<file path="config.mk">
export PLATFORM = sky130hd
export DESIGN_NAME = sorted_set_insert_query_core
export DESIGN_NICKNAME = d
export VERILOG_FILES = /design/src/rtl/ssi_pkg.sv /design/src/rtl/ssi_ram.sv /design/src/rtl/ssi_cmp.sv /design/src/rtl/sorted_set_insert_query_core.sv
export SDC_FILE = /design/constraint.sdc
export NUM_CORES = 1
export LEC_CHECK = 0
export ABC_AREA = 0
export ABC_CLOCK_PERIOD_IN_PS = 5400
export BUFFER_PORTS_ARGS = -buffer_cell sky130_fd_sc_hd__buf_2
export CORE_MARGIN = 2
export CORE_UTILIZATION = 51
export DETAILED_ROUTE_END_ITERATION = 8
export HOLD_SLACK_MARGIN = 0.15
export PLACE_DENSITY_LB_ADDON = 0.05
export SLEW_MARGIN = 20
export SYNTH_ARGS = -nofsm -noshare
export SYNTH_HDL_FRONTEND = slang
export SYNTH_HIERARCHICAL = 1
export SYNTH_SLANG_ARGS = --single-unit
</file>
<file path="constraint.sdc">
create_clock -name clk -period 5.4 [get_ports clk]
set_input_delay 0.54 -clock clk [delete_from_list [all_inputs] [get_ports clk]]
set_output_delay 0.54 -clock clk [all_outputs]
set_load 0.01 [all_outputs]
</file>
<file path="src/rtl/ssi_pkg.sv">
`default_nettype none
// ----------------------------------------------------------------------------
// ssi_pkg: shared definitions for the sorted set core
// Word widths, command codes, default capacity and the compare result type.
// ----------------------------------------------------------------------------
package ssi_pkg;

  localparam int VALUE_W          = 32;
  localparam int CMD_W            = 2;
  localparam int SIZE_W           = 5;
  localparam int DEFAULT_CAPACITY = 16;

  localparam logic [CMD_W-1:0] CMD_INSERT = 2'd0;
  localparam logic [CMD_W-1:0] CMD_QUERY  = 2'd1;
  localparam logic [CMD_W-1:0] CMD_CLEAR  = 2'd2;

  // Outcome of the shared signed compare of a stored entry against the key.
  typedef struct packed {
    logic lt;
    logic eq;
  } cmp_res_t;

endpackage
`default_nettype wire

</file>
<file path="src/rtl/ssi_ram.sv">
`default_nettype none
// ----------------------------------------------------------------------------
// ssi_ram: generic single-write, single-read RAM
// One write port and one read port with registered read data.
// ----------------------------------------------------------------------------
module ssi_ram #(
  parameter int WIDTH = 32,
  parameter int DEPTH = 16
) (
  input  wire logic                     clk,
  input  wire logic                     we,
  input  wire logic [$clog2(DEPTH)-1:0] waddr,
  input  wire logic [WIDTH-1:0]         wdata,
  input  wire logic [$clog2(DEPTH)-1:0] raddr,
  output logic      [WIDTH-1:0]         rdata
);

  logic [WIDTH-1:0] mem [DEPTH];

  always_ff @(posedge clk) begin
    if (we) begin
      mem[waddr] <= wdata;
    end
    rdata <= mem[raddr];
  end

endmodule
`default_nettype wire

</file>
<file path="src/rtl/ssi_cmp.sv">
`default_nettype none
// ----------------------------------------------------------------------------
// ssi_cmp: shared signed comparator
// Compares one stored word against the search key in two's complement order.
// ----------------------------------------------------------------------------
module ssi_cmp (
  input  wire logic signed [ssi_pkg::VALUE_W-1:0] entry,
  input  wire logic signed [ssi_pkg::VALUE_W-1:0] key,
  output ssi_pkg::cmp_res_t                       res
);

  import ssi_pkg::*;

  always_comb begin
    res.lt = (entry < key);
    res.eq = (entry == key);
  end

endmodule
`default_nettype wire

</file>
<file path="src/rtl/sorted_set_insert_query_core.sv">
`default_nettype none
// ----------------------------------------------------------------------------
// sorted_set_insert_query_core: bounded ordered set of signed 32-bit values
// Insert, query and clear commands over a sorted RAM, one word at a time.
// ----------------------------------------------------------------------------
// Usage:
//   The input channel (in_valid, in_stall, cmd, value) carries one command
//   word: insert, query or clear. The output channel (out_valid, out_stall,
//   found, inserted, full_drop, size_now) returns exactly one result word per
//   command, in command order.
//   A command is taken only while the sequencer is idle; in_stall is high for
//   the whole time a command is in progress.
//   A clear or an unused code goes straight to the finishing step, which
//   loads the output register and returns the sequencer to idle.
//   An insert or query scans the sorted RAM from the bottom with one shared
//   comparator, with a registered RAM read and then a compare for each entry
//   below the key's position. The scan ends at the count or at the first
//   entry not below the key. A new insert then moves every held entry at or
//   above that position up by one (read, then write) and stores the new
//   value at that position. The finishing step then loads the result into
//   the output register and returns the sequencer to idle.
//   Reset empties the set at once: the count goes to zero and no clearing
//   pass runs, since only entries below the count are ever read.
//   When the receiver stalls, the finished result waits in the output
//   register; the next command may already be accepted and worked on, and
//   it waits at its last step until the output register is free.
// ----------------------------------------------------------------------------
module sorted_set_insert_query_core #(
  parameter int CAPACITY = ssi_pkg::DEFAULT_CAPACITY
) (
  input  wire logic                               clk,
  input  wire logic                               rst,
  input  wire logic                               in_valid,
  output logic                                    in_stall,
  input  wire logic        [ssi_pkg::CMD_W-1:0]   cmd,
  input  wire logic signed [ssi_pkg::VALUE_W-1:0] value,
  output logic                                    out_valid,
  input  wire logic                               out_stall,
  output logic                                    found,
  output logic                                    inserted,
  output logic                                    full_drop,
  output logic             [ssi_pkg::SIZE_W-1:0]  size_now
);

  import ssi_pkg::*;

  // Index width addresses the RAM; count width also holds CAPACITY itself.
  localparam int AW = $clog2(CAPACITY);
  localparam int CW = $clog2(CAPACITY + 1);

  typedef enum logic [6:0] {
    ST_IDLE     = 7'b0000001,
    ST_SCAN_RD  = 7'b0000010,
    ST_SCAN_CMP = 7'b0000100,
    ST_SHIFT_RD = 7'b0001000,
    ST_SHIFT_WR = 7'b0010000,
    ST_PLACE    = 7'b0100000,
    ST_FINISH   = 7'b1000000
  } state_t;

  state_t state, state_next;

  logic [CMD_W-1:0]          cmd_q;
  logic signed [VALUE_W-1:0] value_q;
  logic [CW-1:0]             pos, pos_next;       // scan position (lower bound)
  logic [CW-1:0]             idx, idx_next;       // shift destination
  logic [CW-1:0]             count, count_next;   // number of held entries
  logic                      found_q, found_next;
  logic                      ins_q, ins_next;
  logic                      drop_q, drop_next;

  logic                      ram_we;
  logic [AW-1:0]             ram_waddr;
  logic [VALUE_W-1:0]        ram_wdata;
  logic [AW-1:0]             ram_raddr;
  logic [VALUE_W-1:0]        ram_rdata;

  cmp_res_t                  cmp;
  logic [CW-1:0]             idx_dec;
  logic                      scan_done;
  logic                      scan_hit;
  logic                      load_out;
  logic                      accept;

  assign in_stall = (state != ST_IDLE);
  assign accept   = in_valid && !in_stall;
  assign idx_dec  = idx - CW'(1);

  // Sorted storage: entry k holds the k-th smallest value for k below count.
  ssi_ram #(
    .WIDTH (VALUE_W),
    .DEPTH (CAPACITY)
  ) u_ram (
    .clk   (clk),
    .we    (ram_we),
    .waddr (ram_waddr),
    .wdata (ram_wdata),
    .raddr (ram_raddr),
    .rdata (ram_rdata)
  );

  // The one comparator, reused on every scan step.
  ssi_cmp u_cmp (
    .entry (ram_rdata),
    .key   (value_q),
    .res   (cmp)
  );

  always_comb begin
    state_next = state;
    pos_next   = pos;
    idx_next   = idx;
    count_next = count;
    found_next = found_q;
    ins_next   = ins_q;
    drop_next  = drop_q;
    ram_we     = 1'b0;
    ram_waddr  = idx[AW-1:0];
    ram_wdata  = ram_rdata;
    ram_raddr  = pos[AW-1:0];
    scan_done  = 1'b0;
    scan_hit   = 1'b0;
    load_out   = 1'b0;

    case (state)
      ST_IDLE: begin
        if (in_valid) begin
          pos_next   = '0;
          found_next = 1'b0;
          ins_next   = 1'b0;
          drop_next  = 1'b0;
          case (cmd)
            CMD_INSERT, CMD_QUERY: begin
              state_next = ST_SCAN_RD;
            end
            CMD_CLEAR: begin
              count_next = '0;
              state_next = ST_FINISH;
            end
            default: begin
              state_next = ST_FINISH;
            end
          endcase
        end
      end
      ST_SCAN_RD: begin
        // The read of entry pos is issued here; at the count the scan ends with no compare.
        if (pos == count) begin
          scan_done = 1'b1;
        end else begin
          state_next = ST_SCAN_CMP;
        end
      end
      ST_SCAN_CMP: begin
        if (cmp.lt) begin
          pos_next   = pos + CW'(1);
          state_next = ST_SCAN_RD;
        end else begin
          scan_done = 1'b1;
          scan_hit  = cmp.eq;
        end
      end
      ST_SHIFT_RD: begin
        ram_raddr  = idx_dec[AW-1:0];
        state_next = ST_SHIFT_WR;
      end
      ST_SHIFT_WR: begin
        // Entry idx-1 moves up into idx.
        ram_we    = 1'b1;
        ram_waddr = idx[AW-1:0];
        ram_wdata = ram_rdata;
        idx_next  = idx_dec;
        if (idx_dec == pos) begin
          state_next = ST_PLACE;
        end else begin
          state_next = ST_SHIFT_RD;
        end
      end
      ST_PLACE: begin
        ram_we     = 1'b1;
        ram_waddr  = pos[AW-1:0];
        ram_wdata  = value_q;
        count_next = count + CW'(1);
        ins_next   = 1'b1;
        state_next = ST_FINISH;
      end
      ST_FINISH: begin
        if (!out_valid || !out_stall) begin
          load_out   = 1'b1;
          state_next = ST_IDLE;
        end
      end
      default: begin
        state_next = ST_IDLE;
      end
    endcase

    // End of scan: pos is the lower bound and scan_hit tells whether the
    // value is already held.
    if (scan_done) begin
      found_next = scan_hit;
      if (cmd_q == CMD_QUERY || scan_hit) begin
        state_next = ST_FINISH;
      end else if (count == CW'(CAPACITY)) begin
        drop_next  = 1'b1;
        state_next = ST_FINISH;
      end else begin
        idx_next   = count;
        state_next = (count == pos) ? ST_PLACE : ST_SHIFT_RD;
      end
    end
  end

  always_ff @(posedge clk) begin
    if (rst) begin
      state <= ST_IDLE;
      count <= '0;
    end else begin
      state <= state_next;
      count <= count_next;
    end
  end

  always_ff @(posedge clk) begin
    if (accept) begin
      cmd_q   <= cmd;
      value_q <= value;
    end
    pos     <= pos_next;
    idx     <= idx_next;
    found_q <= found_next;
    ins_q   <= ins_next;
    drop_q  <= drop_next;
  end

  // Output register: holds a finished result word until the receiver takes it.
  always_ff @(posedge clk) begin
    if (rst) begin
      out_valid <= 1'b0;
    end else if (load_out) begin
      out_valid <= 1'b1;
    end else if (!out_stall) begin
      out_valid <= 1'b0;
    end
  end

  always_ff @(posedge clk) begin
    if (load_out) begin
      found     <= found_q;
      inserted  <= ins_q;
      full_drop <= drop_q;
      size_now  <= SIZE_W'(count);
    end
  end

  // The count never passes the capacity.
  a_count_bound: assert property (@(posedge clk) disable iff (rst)
    count <= CW'(CAPACITY))
    else $error("entry count exceeds capacity");

  // A new result word only appears from the finishing step.
  a_out_from_finish: assert property (@(posedge clk) disable iff (rst)
    $rose(out_valid) |-> $past(state == ST_FINISH))
    else $error("result word raised outside the finishing step");

  // Moves and placements never write past the last RAM entry.
  a_write_in_range: assert property (@(posedge clk) disable iff (rst)
    (state == ST_SHIFT_WR || state == ST_PLACE) |-> (idx < CW'(CAPACITY)))
    else $error("RAM write beyond capacity");

  // An element is added only when it was not already present and the set has room.
  a_insert_new: assert property (@(posedge clk) disable iff (rst)
    (state == ST_PLACE) |-> (!found_q && !drop_q && count < CW'(CAPACITY)))
    else $error("placement of a held value or into a full set");

endmodule
`default_nettype wire
</file>
Word-level counts from Yosys, hierarchy flattened
Memory sizes are Yosys's and may differ from the RTL's. A register that Yosys moved wholly into a read port is not among the register bits.
Index checks and enable logic that the tools add are counted.
{ "word_totals": {"ram_bits": 512, "latch_bits": 0, "elab_cells": 106, "output_inout_bits": 10, "inputBits": 38, "register_bits": 68, "n_memories": 1, "mem_bits_ro": 0} }
{ "classes": {"bitwise": 0, "multipliers": 0, "n_eq_ne": 24, "shifts": 0, "order_cmp": 1, "muxes": 45, "reduce_logical": 18, "n_div": 0, "n_addsub": 3} }
{ "mem_list": {"columns": ["memory", "words", "word_bits", "read_ports", "rd_ports_with_merged_regs", "write_ports", "line", "rtl"], "rows": [
  ["u_ram.mem", 16, 32, 1, 1, 1, "ssi_ram.sv:18", "logic [WIDTH-1:0] mem [DEPTH];"]
]} }
{ "op_table": {"columns": ["op", "n"], "rows": [
  ["$mux 7", 8],
  ["$pmux 7 s7", 1],
  ["$mux 5", 8],
  ["$eq 32x32->1", 1],
  ["$lt 32x32->1", 1],
  ["$mux 32", 1],
  ["$pmux 5 s2", 2],
  ["$mux 1", 19],
  ["$eq 5x5->1", 3],
  ["$mux 6", 2],
  ["$ne 3x3->1 const B", 4],
  ["$add 5x1->5 const B", 2],
  ["$mux 4", 2],
  ["$reduce_bool 2->1", 4],
  ["$eq 7x1->1 const B", 1],
  ["$eq 7x2->1 const B", 1],
  ["$eq 7x3->1 const B", 1],
  ["$eq 7x4->1 const B", 1],
  ["$eq 7x5->1 const B", 1],
  ["$eq 7x6->1 const B", 1],
  ["$eq 7x7->1 const B", 1],
  ["$ne 7x1->1 const B", 1],
  ["$reduce_and 3->1", 2],
  ["$eq 5x5->1 const B", 1],
  ["13 further kinds", 22]
]} }

Logic depth before layout (Yosys ltp)
{ "logic_depth": {"word_depth": 6, "ltp_mapped": 12, "ltp_nobuf": 12} }

Cells and area by module
Netlist, hierarchy kept.
{ "by_module_without_submodules": {"columns": ["module", "cells_each", "n_inst", "seq_area_each_um2", "area_each_um2"], "rows": [
  ["ssi_ram", 838, 1, 16015.4, 19835.3],
  ["sorted_set_insert_query_core", 273, 1, 1851.8, 3304.4],
  ["ssi_cmp", 113, 1, 0.0, 820.8]
]} }

Least setup slack after synthesis
Ideal clock, no wire load.
{ "synth_timing": {"kind": "register to register", "from": "register state[1]", "to": "memory u_ram.mem[0][0] (enable)", "t_arrival_ns": 4.350, "path_stages_with_launch": 8, "slack_ns": 0.589, "setup_time_ns": 0.461, "synth_period_minus_slack_ns": 4.811, "required_time_ns": 4.939, "path_buffers": 1, "path_cell_list": "dfxtp_1 nor4_2 nand2b_1 nor2_1 buf_2 mux2_2 or3b_2 nor3_1"} }
{ "synth_between": {"elab_cells_between_ends": 7, "cone_classes": "2 x eq/ne; 4 x mux; 1 x reduce/logical"} }
{ "synth_lines": {"columns": ["item", "line", "rtl"], "rows": [
  ["start, declared", "sorted_set_insert_query_core.sv:61", "state_t state, state_next;"],
  ["start signal, assigned", "sorted_set_insert_query_core.sv:219", "state <= state_next;"],
  ["$eq 7x6->1", "sorted_set_insert_query_core.sv:125", "case (state)"],
  ["$mux 4", "sorted_set_insert_query_core.sv:125", null],
  ["net ram_waddr[2]", "sorted_set_insert_query_core.sv:73", "logic [AW-1:0] ram_waddr;"],
  ["end, declared", "ssi_ram.sv:18", null]
]} }
The timed path passes the listed nets, and every way through them passes these cells.

Final worst setup path
{ "layout_timing": {"from": "register state[2]", "to": "memory u_ram.mem[2][26] (enable)"} }
The elaborated chain is that of the path after synthesis.

==> results by group <==
Placed design
  • DP Wirelength: around 30000 um
  • Number of buffers added on ports: 47
  • Gp weighted congestion: approximately 0.8
  • DP Area: approximately 0.025 mm2
  • Placed instance count: 1861

Route
  • M1 WL: approximately 24000 um
  • WL final: between 50000 and 60000 um
  • Met3 wire len: about 2700 um
  • TritonRoute pass-1 iters: 4
  • Routed wire length per instance: around 27 um
  • Vias: about 12000
  • Violation count after the first detailed-route iteration: ~1100
  • DR WL met2: around 26000 um
  • Remaining antenna violation count: 0
  • Post-route DRC: 0
  • Highest routed layer: met4
  • Vias per cell: between 5 and 6

Run status
  • Status: finished, final reports clean

Synthesis
  • Synth Register Bits: ~600
  • Synth warn: 6
  • EDFF count, synth: between 500 and 600
  • Synth Flop Type: edfxtp_1
  • Syn Area/Cell: ~20 um2
  • Post-synth ARST share: 0%
  • Post-synth cell types: 60
  • Cell area after synthesis: between 0.02 and 0.025 mm2
  • Net Count, Synth: between 1000 and 1500
  • Synth Instances: ~1200
  • Seq/Total Area, Yosys: 74.57%

Global routing
  • Pin count of the biggest net entering global routing: 50
  • Global-route wire length before repair: ~80000 um
  • Overflow after GRT: 0
  • Global-route usage over all layers: a little under a quarter
  • Vias in the first global route: roughly 12000
  • Initial antenna violation count: 0

Critical path
  • Worst Path Arrival: about 4400 ps
  • Worst R2R End: u_ram/mem[2][26]
  • Critical path required time: approximately 5700 ps
  • Setup CP Type: reg2reg
  • CP endpoint: u_ram/mem[2][26]
  • Crit path from: state[2]
  • R2R cell count: 8
  • Setup slack, reg-to-reg: ~1400 ps
  • Crit path cell chain: nor4_2 -> nand2b_1 -> nor2_4 -> buf_4 -> mux2_2 -> or3b_2 -> nor2_4 -> buf_4
  • Crit Path Max Fanout: 24
  • CP Launch Type: flop
  • Worst path bufs/invs: 2
  • Delay-heaviest family, CP: simple AND/OR/NAND/NOR gates
  • Critical Path Sink Type: flop
  • Critical path's slowest cell: nor2_4
  • Max incr delay on CP: 840 ps
  • CP Depth: 8
  • R2R Path Start: state[2]

Cells and area
  • Final cell count without fillers: 2010
  • Nets: ~1400
  • # diodes: 0
  • Fraction of layout instances using a drive strength above 1: a little over a quarter
  • Area occupied by multi-input gates: around 0.0059 mm2
  • Commonest non-fill, non-tap cell in the layout: edfxtp_1
  • Final Cell Area: about 0.028 mm2
  • Reg area: 0.01787 mm2
  • Fillers: about 3500
  • Most frequent cells in the layout: edfxtp_1, mux4_2, a22oi_1
  • Synth-to-Final Area Change: 15.05%

STA
  • TNS Setup: 0 ps
  • Crit path time final: 4046 ps
  • Worst rel slew slack: between 20% and 30%
  • Setup violators final: 0
  • Final Skew: approximately 19 ps
  • Worst-margin pin slew: 1136 ps
  • Period utilization: between 70% and 80%
  • Max Slew Vio Count: 0
  • RSZ-0062 raised after global routing: false
  • Final hold vios: 0
  • F_max: 247.2 MHz

Power
  • Psw: 2.393 mW
  • Clk pwr share: approximately two fifths
  • Switching share of power: ~23%
  • Internal cell power: roughly 8 mW
  • Gate power share: 9.1%
  • Sequential Power Share: between 50% and 60%
  • Worst ir drop on vdd: slightly below 0.0003 V
  • P_leak: roughly 9.1 nW
  • PD cells: around 380 mW/mm2

CTS
  • Worst-Skew Late Latency: 620 ps
  • Post-cts sizing count: 0
  • Clock Tree Buf Depth: 3
  • CTS tree: built
  • Reg clk slew, reported paths: 60 ps
  • Root Buffer: clkbuf_16
  • # H-tree levels: 2
  • Total clock sinks: around 600
  • Post-CTS setup buffers: 0
  • Total CTS buffers: 61

Floorplanning
  • Chip Width: about 220 um
  • I/O Pins: 48
  • Die area: between 0.04 and 0.05 mm2
  • Std-Cell Rows: 79
  • Height of the die: between 200 and 250 um
  • CORE AREA: approximately 0.046 mm2
  • Initial Util: between 50% and 60%

Flow run
  • Maxcap violations: 0

Hold path
  • Hold Crit Class: in2reg
-- sequential cells by signal, indices dropped and copies added (netlist names), 2 cells and up --
name	count
value_q	32
state	7
pos	5
cmd_q	2
u_ram/rdata	32
size_now	5
u_ram/mem	512
count	5
idx	5
-- per-stage QoR --
step	hold slack [ps]	util (%)	total power, mW	setup WS (ps)
finish	205.8	59.34	10.58	1354
global route	182.9	59.34	10.98	1062
CTS	171.4	59.34	10.71	1297
detailed placement	406.6	54.38	6.554	1323
global placement	402.3	54.28	6.540	1367
floorplan	400.3	-	6.215	588.6
-- kinds of logic (layout without fill, tap and decap cells) --
family / Yosys count / count (layout) / synth area share (%)
multiplexers: 164 / 164 / 13.71
XOR/XNOR: 21 / 21 / 0.7676
AND/OR/NAND/NOR: 176 / 176 / 3.781
flip-flops: 612 / 612 / 74.57
buffers and inverters: 93 / 272 / 1.661
adder cells (fa/ha/maj): 36 / 36 / 1.880
AO/OA/AOI/OAI: 122 / 122 / 3.629
-- power groups by stage --
stage          Clock [mW]  Combinational, mW  Sequential [mW]
2_1_floorplan           0              0.651             5.56
3_3_place_gp            0              0.945             5.60
3_5_place_dp            0              0.958             5.60
4_1_cts              4.23              0.981             5.50
5_1_grt              4.41               1.06             5.50
6_report             4.12              0.962             5.50
-- per-layer routing --
layer / GRT usage (%) / up-vias
met1: 32.96 / 6272
li1: - / 5235
met3: 4.137 / 80
met4: 5.200 / 0
met5: 0 / -
met2: 37.05 / 303
-- what timing repair did --
item	in CTS	in global routing
endpoints found under the setup margin	0	0
hold buffers	34	0
endpoints found under the hold margin	34	0
-- cell usage after synthesis, types with 12 or more instances --
cell,number,share of area [%]
nor2_1,32,0.50
nand2_1,63,0.99
mux2_2,31,1.5
inv_1,39,0.61
a22oi_1,64,2.0
nand3_1,15,0.31
clkbuf_1,23,0.36
dfxtp_1,51,4.3
ha_1,36,1.9
edfxtp_1,561,70
xnor2_1,12,0.44
buf_2,12,0.25
a21oi_1,19,0.40
o21ai_0,12,0.25
mux4_2,128,12
-- area by class of cell --
type | count | share of cell area (%)
multi-input cells | 519 | 21.25
inverters | 39 | 0.5356
flip-flops and latches | 612 | 64.81
clock inverters | 39 | 1.112
repair buffers | 118 | 3.531
well taps | 607 | 2.755
clock buffers | 76 | 6.000
-- worst min-delay path by stage --
stage | startpoint | end | slack (ps) | cells after the start
6_report | rst | out_valid | 210 | 2
3_3_place_gp | found_q | found | 400 | 0
3_5_place_dp | found_q | found | 410 | 0
5_1_grt | rst | out_valid | 180 | 2
4_1_cts | rst | out_valid | 170 | 2
2_1_floorplan | found_q | found | 400 | 0
(Power assumes the default switching activity.)
